File: src/design/lir_pkg.sv
`timescale 1ns / 1ps

package lir_pkg;

  localparam int FRACTION_BITS_DEF = 16;
  localparam int STEP_W            = 21;
  localparam int SAMPLE_W          = 16;

  // result limits per input item
  localparam int INTERP_MAX = 16;
  localparam int TOTAL_MAX  = 32;
  localparam int CNT_W      = $clog2(TOTAL_MAX + 1);

  typedef enum logic [2:0] {
    ST_IDLE   = 3'b001,
    ST_INTERP = 3'b010,
    ST_HOLD   = 3'b100
  } state_t;

  typedef struct packed {
    logic load;          // latch the accepted item
    logic prev_from_in;  // first sample of a sound: store it straight away
    logic emit;          // issue one result into the blend pipeline
    logic hold_mode;     // result repeats the current sample
    logic run_last;
    logic sound_done;
    logic sub_one;       // position moves on to the next input interval
    logic save_prev;     // current sample becomes the previous one
    logic clear;         // end of sound: position and previous sample to zero
  } cmd_t;

  typedef struct packed {
    logic pos_lt_one;    // position < 1.0
    logic nxt_lt_one;    // position + step < 1.0
    logic nxt2_lt_one;   // position + step - 1.0 < 1.0
    logic issue_ok;      // blend pipeline can take a result
  } status_t;

endpackage

File: src/design/lir_ctrl.sv
`timescale 1ns / 1ps

module lir_ctrl (
  input  logic             clk,
  input  logic             rst_n,
  input  logic             in_valid,
  input  logic             in_stream_end,
  output logic             in_ready,
  input  lir_pkg::status_t status,
  output lir_pkg::cmd_t    cmd
);

  lir_pkg::state_t state_r, state_nxt;
  logic [lir_pkg::CNT_W-1:0] n_r, n_nxt;
  logic have_r, have_nxt;
  logic last_r, last_nxt;
  logic more;

  localparam logic [lir_pkg::CNT_W-1:0] N_INTERP = lir_pkg::CNT_W'(lir_pkg::INTERP_MAX);
  localparam logic [lir_pkg::CNT_W-1:0] N_TOTAL  = lir_pkg::CNT_W'(lir_pkg::TOTAL_MAX);
  localparam logic [lir_pkg::CNT_W-1:0] N_ONE    = lir_pkg::CNT_W'(1);

  assign in_ready = (state_r == lir_pkg::ST_IDLE);

  always_comb begin
    state_nxt = state_r;
    n_nxt     = n_r;
    have_nxt  = have_r;
    last_nxt  = last_r;
    more      = 1'b0;
    cmd       = '0;
    unique case (state_r)
      lir_pkg::ST_IDLE: begin
        if (in_valid) begin
          cmd.load = 1'b1;
          n_nxt    = '0;
          last_nxt = in_stream_end;
          if (have_r) begin
            state_nxt = lir_pkg::ST_INTERP;
          end else if (in_stream_end) begin
            state_nxt = lir_pkg::ST_HOLD;
          end else begin
            cmd.prev_from_in = 1'b1;
            have_nxt         = 1'b1;
          end
        end
      end
      lir_pkg::ST_INTERP: begin
        if (status.pos_lt_one && (n_r < N_INTERP)) begin
          if (status.issue_ok) begin
            // another result follows either in this interval or in the final hold run
            more = (status.nxt_lt_one && (n_r < N_INTERP - N_ONE)) ||
                   (last_r && status.nxt2_lt_one && (n_r < N_TOTAL - N_ONE));
            cmd.emit       = 1'b1;
            cmd.run_last   = !more;
            cmd.sound_done = last_r && !more;
            n_nxt          = n_r + N_ONE;
          end
        end else begin
          cmd.sub_one = 1'b1;
          if (last_r) begin
            state_nxt = lir_pkg::ST_HOLD;
          end else begin
            cmd.save_prev = 1'b1;
            have_nxt      = 1'b1;
            state_nxt     = lir_pkg::ST_IDLE;
          end
        end
      end
      lir_pkg::ST_HOLD: begin
        if (status.pos_lt_one && (n_r < N_TOTAL)) begin
          if (status.issue_ok) begin
            more           = status.nxt_lt_one && (n_r < N_TOTAL - N_ONE);
            cmd.emit       = 1'b1;
            cmd.hold_mode  = 1'b1;
            cmd.run_last   = !more;
            cmd.sound_done = !more;
            n_nxt          = n_r + N_ONE;
          end
        end else begin
          cmd.clear = 1'b1;
          have_nxt  = 1'b0;
          state_nxt = lir_pkg::ST_IDLE;
        end
      end
      default: begin
        state_nxt = lir_pkg::ST_IDLE;
      end
    endcase
  end

  always_ff @(posedge clk) begin
    if (!rst_n) begin
      state_r <= lir_pkg::ST_IDLE;
      n_r     <= '0;
      have_r  <= 1'b0;
      last_r  <= 1'b0;
    end else begin
      state_r <= state_nxt;
      n_r     <= n_nxt;
      have_r  <= have_nxt;
      last_r  <= last_nxt;
    end
  end

endmodule

File: src/design/lir_datapath.sv
`timescale 1ns / 1ps

module lir_datapath #(
  parameter int FRACTION_BITS = lir_pkg::FRACTION_BITS_DEF
) (
  input  logic                              clk,
  input  logic                              rst_n,
  input  logic                              cfg_we,
  input  logic [lir_pkg::STEP_W-1:0]        cfg_wdata,
  input  logic signed [lir_pkg::SAMPLE_W-1:0] in_sample_in,
  input  lir_pkg::cmd_t                     cmd,
  output lir_pkg::status_t                  status,
  output logic                              out_valid,
  input  logic                              out_ready,
  output logic signed [lir_pkg::SAMPLE_W-1:0] out_sample_out,
  output logic                              out_run_last,
  output logic                              out_sound_done
);

  localparam int SW    = lir_pkg::SAMPLE_W;
  localparam int FB    = FRACTION_BITS;
  localparam int POS_W = FB + 8;
  localparam int CW    = ((POS_W > lir_pkg::STEP_W) ? POS_W : lir_pkg::STEP_W) + 1;
  localparam int PW    = FB + SW + 2;

  localparam logic [CW-1:0] ONE_C    = CW'(1) << FB;
  localparam logic [CW-1:0] STEP_MIN = ONE_C >> 4;
  localparam logic [CW-1:0] STEP_MAX = ONE_C << 4;
  localparam logic [lir_pkg::STEP_W-1:0] STEP_RST = ONE_C[lir_pkg::STEP_W-1:0];
  localparam logic [POS_W-1:0] ONE_P = ONE_C[POS_W-1:0];

  logic [lir_pkg::STEP_W-1:0] step_r;
  logic [POS_W-1:0] pos_r, pos_nxt;
  logic signed [SW-1:0] prev_r, prev_nxt;
  logic signed [SW-1:0] cur_r;

  logic [CW-1:0]    step_ext, step_cl;
  logic [POS_W-1:0] step_c, pos_add, pos_sub, pos_add_sub;

  // blend pipeline: product stage, then output register
  logic                 p1_valid_r;
  logic signed [SW-1:0] p1_s0_r;
  logic signed [PW-1:0] p1_prod_r;
  logic                 p1_run_last_r, p1_done_r;
  logic                 out_valid_r, out_run_last_r, out_done_r;
  logic signed [SW-1:0] out_sample_r;

  logic                 adv2;
  logic signed [SW-1:0] s0;
  logic signed [SW:0]   diff;
  logic signed [PW-1:0] prod, acc;
  logic [FB-1:0]        frac;
  logic                 round_up;
  logic [SW-1:0]        blend_val;

  always_comb begin
    step_ext = CW'(step_r);
    if (step_ext < STEP_MIN) begin
      step_cl = STEP_MIN;
    end else if (step_ext > STEP_MAX) begin
      step_cl = STEP_MAX;
    end else begin
      step_cl = step_ext;
    end
    step_c = step_cl[POS_W-1:0];
  end

  assign pos_add     = pos_r + step_c;
  assign pos_sub     = pos_r - ONE_P;
  assign pos_add_sub = pos_add - ONE_P;

  assign adv2 = !out_valid_r || out_ready;

  always_comb begin
    status.pos_lt_one  = ~|pos_r[POS_W-1:FB];
    status.nxt_lt_one  = ~|pos_add[POS_W-1:FB];
    status.nxt2_lt_one = ~|pos_add_sub[POS_W-1:FB];
    status.issue_ok    = !p1_valid_r || adv2;
  end

  always_comb begin
    pos_nxt  = pos_r;
    prev_nxt = prev_r;
    if (cmd.prev_from_in) begin
      prev_nxt = in_sample_in;
    end
    if (cmd.emit) begin
      pos_nxt = pos_add;
    end
    if (cmd.sub_one) begin
      pos_nxt = pos_sub;
    end
    if (cmd.save_prev) begin
      prev_nxt = cur_r;
    end
    if (cmd.clear) begin
      pos_nxt  = '0;
      prev_nxt = '0;
    end
  end

  // s0*(1-t) + s1*t computed as s0*1 + (s1-s0)*t
  always_comb begin
    frac = pos_r[FB-1:0];
    if (cmd.hold_mode) begin
      s0   = cur_r;
      diff = '0;
    end else begin
      s0   = prev_r;
      diff = {cur_r[SW-1], cur_r} - {prev_r[SW-1], prev_r};
    end
    prod = $signed({{(PW-SW-1){diff[SW]}}, diff}) * $signed({{(PW-FB){1'b0}}, frac});
  end

  // truncate toward zero: negative sums with a nonzero fraction round up
  always_comb begin
    acc       = $signed({{(PW-SW-FB){p1_s0_r[SW-1]}}, p1_s0_r, {FB{1'b0}}}) + p1_prod_r;
    round_up  = acc[PW-1] && (|acc[FB-1:0]);
    blend_val = acc[FB+SW-1:FB] + SW'(round_up);
  end

  always_ff @(posedge clk) begin
    if (!rst_n) begin
      step_r      <= STEP_RST;
      pos_r       <= '0;
      prev_r      <= '0;
      p1_valid_r  <= 1'b0;
      out_valid_r <= 1'b0;
    end else begin
      if (cfg_we) begin
        step_r <= cfg_wdata;
      end
      pos_r  <= pos_nxt;
      prev_r <= prev_nxt;
      if (cmd.emit) begin
        p1_valid_r <= 1'b1;
      end else if (adv2) begin
        p1_valid_r <= 1'b0;
      end
      if (adv2) begin
        out_valid_r <= p1_valid_r;
      end
    end
  end

  always_ff @(posedge clk) begin
    if (cmd.load) begin
      cur_r <= in_sample_in;
    end
    if (cmd.emit) begin
      p1_s0_r       <= s0;
      p1_prod_r     <= prod;
      p1_run_last_r <= cmd.run_last;
      p1_done_r     <= cmd.sound_done;
    end
    if (adv2 && p1_valid_r) begin
      out_sample_r   <= blend_val;
      out_run_last_r <= p1_run_last_r;
      out_done_r     <= p1_done_r;
    end
  end

  assign out_valid      = out_valid_r;
  assign out_sample_out = out_sample_r;
  assign out_run_last   = out_run_last_r;
  assign out_sound_done = out_done_r;

endmodule

File: src/design/linear_interp_resampler.sv
`timescale 1ns / 1ps

// Linear-interpolation sample-rate converter for a mono 16-bit stream. Set
// cfg_wdata to input rate over output rate in fixed point (FRACTION_BITS
// fraction bits; the step is clamped to 1/16..16). Each input item yields the
// outputs whose positions fall in the interval ending at it, flagged with
// out_run_last on the last of them and out_sound_done on the final output of
// a sound (in_stream_end set). With no output stall, the first item of a
// sound is only stored unless it also ends the sound; any other item holds
// the input through its accept, the issue of its results one a cycle and
// the step that closes the interval or ends the sound; a final item that
// follows earlier items of its sound also closes its interval before its
// hold run. The controller issues one result a cycle into a two-stage
// multiply and round pipeline, and out_ready backpressure stalls issue once
// both stages are full. Write the step only while the block is idle.
module linear_interp_resampler #(
  parameter int FRACTION_BITS = lir_pkg::FRACTION_BITS_DEF
) (
  input  logic                                clk,
  input  logic                                rst_n,
  input  logic                                cfg_we,
  input  logic [lir_pkg::STEP_W-1:0]          cfg_wdata,
  input  logic                                in_valid,
  output logic                                in_ready,
  input  logic signed [lir_pkg::SAMPLE_W-1:0] in_sample_in,
  input  logic                                in_stream_end,
  output logic                                out_valid,
  input  logic                                out_ready,
  output logic signed [lir_pkg::SAMPLE_W-1:0] out_sample_out,
  output logic                                out_run_last,
  output logic                                out_sound_done
);

  lir_pkg::cmd_t    cmd;
  lir_pkg::status_t status;

  lir_ctrl u_ctrl (
    .clk           (clk),
    .rst_n         (rst_n),
    .in_valid      (in_valid),
    .in_stream_end (in_stream_end),
    .in_ready      (in_ready),
    .status        (status),
    .cmd           (cmd)
  );

  lir_datapath #(
    .FRACTION_BITS (FRACTION_BITS)
  ) u_datapath (
    .clk            (clk),
    .rst_n          (rst_n),
    .cfg_we         (cfg_we),
    .cfg_wdata      (cfg_wdata),
    .in_sample_in   (in_sample_in),
    .cmd            (cmd),
    .status         (status),
    .out_valid      (out_valid),
    .out_ready      (out_ready),
    .out_sample_out (out_sample_out),
    .out_run_last   (out_run_last),
    .out_sound_done (out_sound_done)
  );

endmodule
File: config.mk
export PLATFORM = sky130hd
export DESIGN_NAME = linear_interp_resampler
export DESIGN_NICKNAME = d
export VERILOG_FILES = /design/src/design/lir_pkg.sv /design/src/design/lir_ctrl.sv /design/src/design/lir_datapath.sv /design/src/design/linear_interp_resampler.sv
export SDC_FILE = /design/constraint.sdc
export NUM_CORES = 1
export LEC_CHECK = 0
export BUFFER_PORTS_ARGS = -buffer_cell sky130_fd_sc_hd__buf_4
export CAP_MARGIN = 20
export CORE_ASPECT_RATIO = 0.5
export CORE_MARGIN = 1.5
export CORE_UTILIZATION = 55
export DETAILED_ROUTE_END_ITERATION = 12
export PLACE_DENSITY = 0.75
export SYNTH_ARGS = -nofsm -noshare
export SYNTH_HDL_FRONTEND = slang
export SYNTH_SLANG_ARGS = --single-unit
File: constraint.sdc
create_clock -name clk -period 8.4 [get_ports clk]
set_input_delay 0.84 -clock clk [delete_from_list [all_inputs] [get_ports clk]]
set_output_delay 0.84 -clock clk [all_outputs]
set_load 0.05 [all_outputs]
==> key figures <==
Outcome
  • Status: finished clean

Layout
  • Final core occ: around 62%
  • Area growth, synth to finish: 11.0%
  • Non-filler cells, final: 2802
  • Multi-input logic area: 14600 sq um
  • Layout cells sized above 1: approximately a tenth
  • Commonest non-fill, non-tap cell in the layout: inv_1
  • Post-layout nets: approximately 2800
  • FF+latch area: ~4100 sq um
  • Layout filler cell count: ~3000
  • Ant. Diodes: 0
  • Fin area: 22300 sq um
  • Commonest non-fill, non-tap cells in the layout: inv_1 (394), fa_1 (268), nand2_1 (228), nor2_1 (160), ha_1 (142)

Routing
  • Vias: between 15000 and 20000
  • Drt wl/cell: roughly 18 um
  • Routed Antenna Nets: 0
  • Initial DRC Count: roughly 1300
  • DR DRC count: 0
  • Pre-Repair DR Iteration Count: 6
  • Routed WL: 50.0 mm
  • DR vias/cell: ~5.7

Place
  • Detailed Place HPWL: between 30 and 40 mm
  • RePlAce Congestion: around 0.96
  • IO buf count: 62
  • Dpl cells: approximately 2800
  • Pre-CTS WS: -97.7 ps
  • Placed cell area: about 21000 sq um

Floorplan
  • Core box area: approximately 36000 sq um
  • Io pins: between 60 and 70
  • Row count: slightly below 50
  • Die W: roughly 270 um
  • Die area: approximately 38000 sq um
  • Die height: around 140 um
  • Initial Util: a little under three fifths

Critical path
  • Worst setup path category: flip-flop to flip-flop
  • Slowest CP cell: fa_1
  • Worst Path Arrival: around 8400 ps
  • Nature of the critical path endpoint: flip-flop
  • Critical Path Most Common Cell: fa_1
  • Crit-path max FO: 20
  • Startpoint Class: flip-flop
  • Worst path max stage delay: a little under 600 ps
  • Worst EP required: 8680 ps

Timing
  • Post-route setup TNS: 0 ps
  • Fmax: ~120 MHz
  • Slew of the pin with the lowest slew margin: ~1100 ps
  • Max-Slew Margin vs Limit: roughly 28%
  • Post-route clock period utilization: between 90% and 100%
  • Post-layout min period: approximately 8200 ps
  • Final clock skew: roughly 17 ps
  • WHS: roughly 460 ps
  • Final worst slack: ~240 ps
  • Final setup fails: 0
  • Fin. Hold Viols: 0
  • Final Max Tran Viols: 0

Clocking
  • CTS Buf Count: 17
  • Worst-path clk slew: about 70 ps
  • Clock Sinks: 160
  • Clk buf depth: 2
  • Root Driver: clkbuf_16
  • Worst-Skew Late Latency: about 450 ps
  • CTS tree: done
  • Hold Buf Count CTS: 0
  • Htree depth: 4

Logic synthesis
  • Post-synthesis mux area share: under 10%
  • Yosys warns: 0
  • Register area share after synthesis: between 20% and 30%
  • Largest family of logic cells by synthesized area: adder cells
  • Yosys top cell area share: a little over a quarter
  • Cell variety after synth: between 70 and 80
  • Dominant synthesized flop cell: edfxtp_1
  • FF+latch count, synth: 160
  • Synth area leaders: fa_1 (27%), edfxtp_1 (13%), ha_1 (9.3%)
  • Post-Syn Area per Cell: ~9 sq um
  • Synth Area in Simple Gates: 16.3%
  • Cell taking the most area after synthesis: fa_1
  • Synth Instances: 2241
  • Mapped cell area: slightly above 20000 sq um
  • Xor/xnor cell area share of the yosys netlist: 4.61%
  • Adder-cell share of the synthesized area: 36.7%
  • Number of flops mapped to enable cells by yosys: 86
  • Async SR Flop Fraction: 0%
  • Syn_nets: ~2700
  • Synth Area in Compound Gates: between 10% and 20%

Global routing
  • GRT Overall Usage: between 20% and 30%
  • Vias in the first global route: 16400
  • Gr ovfl total: 0
  • Initial antenna violation count: 0
  • GR met2 Demand/Resource: around 45%
  • Gr busiest metal: met2
  • GR Util met3: 6.57%
  • Largest net degree at the start of global routing: 53
  • Met1 Resource Use GR: 35.7%
  • First-pass GRT wire length: approximately 82 mm

Pwr
  • Combinational share of power: between 30% and 40%
  • Register share of total power: 35.0%
  • Leakage power: ~10 nW
  • Sw Share: ~37%
  • Power, Total: roughly 2.6 mW
  • Internal power: between 1.5 and 2 mW
  • Psw: roughly 0.97 mW
  • Clk pwr share: between 20% and 30%
  • PD cells: 116 nW/um^2
  • Peak VDD IR: approximately 0.13 mV

Job
  • Max cap viols: 0

Hold path
  • Tightest Hold Check Type: flip-flop to flip-flop
worst max-delay path: cells and delay by family, from the launching register on:
family	cells	cell delay (ps)
simple gates	5	810
compound gates	12	2290
buf+inv	6	720
xor+xnor	1	190
flops	1	430
fa+ha+maj	8	3560
path summary, 6_finish.rpt:
| kind | startpoint | end | slack (ps) | cells after the start |
|---|---|---|---|---|
| worst min register to register | u_datapath.p1_done_r | u_datapath.out_sound_done | 460 | 0 |
| worst max-delay path | u_datapath.cur_r[1] | u_datapath.p1_prod_r[33] | 240 | 32 |
| worst max register to register | u_datapath.cur_r[1] | u_datapath.p1_prod_r[33] | 240 | 32 |
| worst min-delay path | u_datapath.p1_done_r | u_datapath.out_sound_done | 460 | 0 |
power groups by stage:
| stage | Sequential, mW | Combinational (mW) | Clock, mW |
|---|---|---|---|
| 4_1_cts | 0.908 | 0.825 | 0.774 |
| 3_5_place_dp | 0.925 | 0.813 | 0 |
| 3_3_place_gp | 0.924 | 0.800 | 0 |
| 5_1_grt | 0.912 | 0.994 | 0.810 |
| 2_1_floorplan | 0.914 | 0.512 | 0 |
| 6_report | 0.909 | 0.925 | 0.766 |
cell families after synthesis:
family,Yosys count
muxes,39
AOI/OAI and AO/OA,335
and+or+nand+nor,693
buffers and inverters,483
DFF,160
xor gates and xnor gates,106
adders and majority gates,425
synthesized netlist by cell type, types with 8 or more instances:
library cell,count
o21bai_1,11
nand3_1,20
nor2_1,165
mux2i_1,39
a21oi_1,80
a21o_1,18
nand2b_1,11
clkbuf_1,70
inv_1,396
and3_1,14
nand4_1,12
nor3_1,50
a211oi_1,33
nand2_1,231
nor2b_1,41
o21ai_0,57
xor2_1,39
nor4_1,12
o21a_1,14
ha_1,150
and2_1,106
a311oi_1,10
buf_1,8
a31oi_1,29
xnor2_1,67
fa_1,275
edfxtp_1,86
dfxtp_1,74
metal layers:
| metal | wire length (um) | share of wire [%] |
|---|---|---|
| met5 | 0 | 0 |
| met4 | 1550 | 3.1 |
| met3 | 4210 | 8.4 |
| met2 | 23400 | 47 |
| met1 | 20800 | 42 |
cell type report:
| cell class | instances | area share (%) |
|---|---|---|
| inverters | 397 | 6.67 |
| multi-input cells | 1598 | 65.3 |
| flip-flops and latches | 160 | 18.2 |
| well taps | 484 | 2.71 |
| clock inverters | 13 | 0.566 |
| repair buffers | 131 | 4.56 |
| clock buffers | 19 | 1.94 |
registers in the layout, summed over array words and instances (netlist names):
name and flops:
u_ctrl.state_r 3, u_datapath.step_r 21, u_datapath.out_sound_done 1, u_datapath.out_sample_out 16, u_datapath.p1_done_r 1, u_datapath.cur_r 16, u_datapath.p1_run_last_r 1, u_datapath.out_valid 1
u_datapath.out_run_last 1, u_datapath.p1_s0_r 16, u_datapath.p1_prod_r 34, u_ctrl.have_r 1, u_datapath.p1_valid_r 1, u_ctrl.last_r 1, u_datapath.prev_r 16, u_ctrl.n_r 6
u_datapath.pos_r 24
what timing repair did:
| action | 4_1_cts | 5_1_grt |
|---|---|---|
| buffers inserted | 2 | 12 |
| setup endpoints to repair | 7 | 14 |
| gates resized for setup | 6 | 67 |
| gates cloned | 0 | 0 |
| pin swaps | 5 | 47 |
Note: power is estimated with default switching activity, not from simulation.
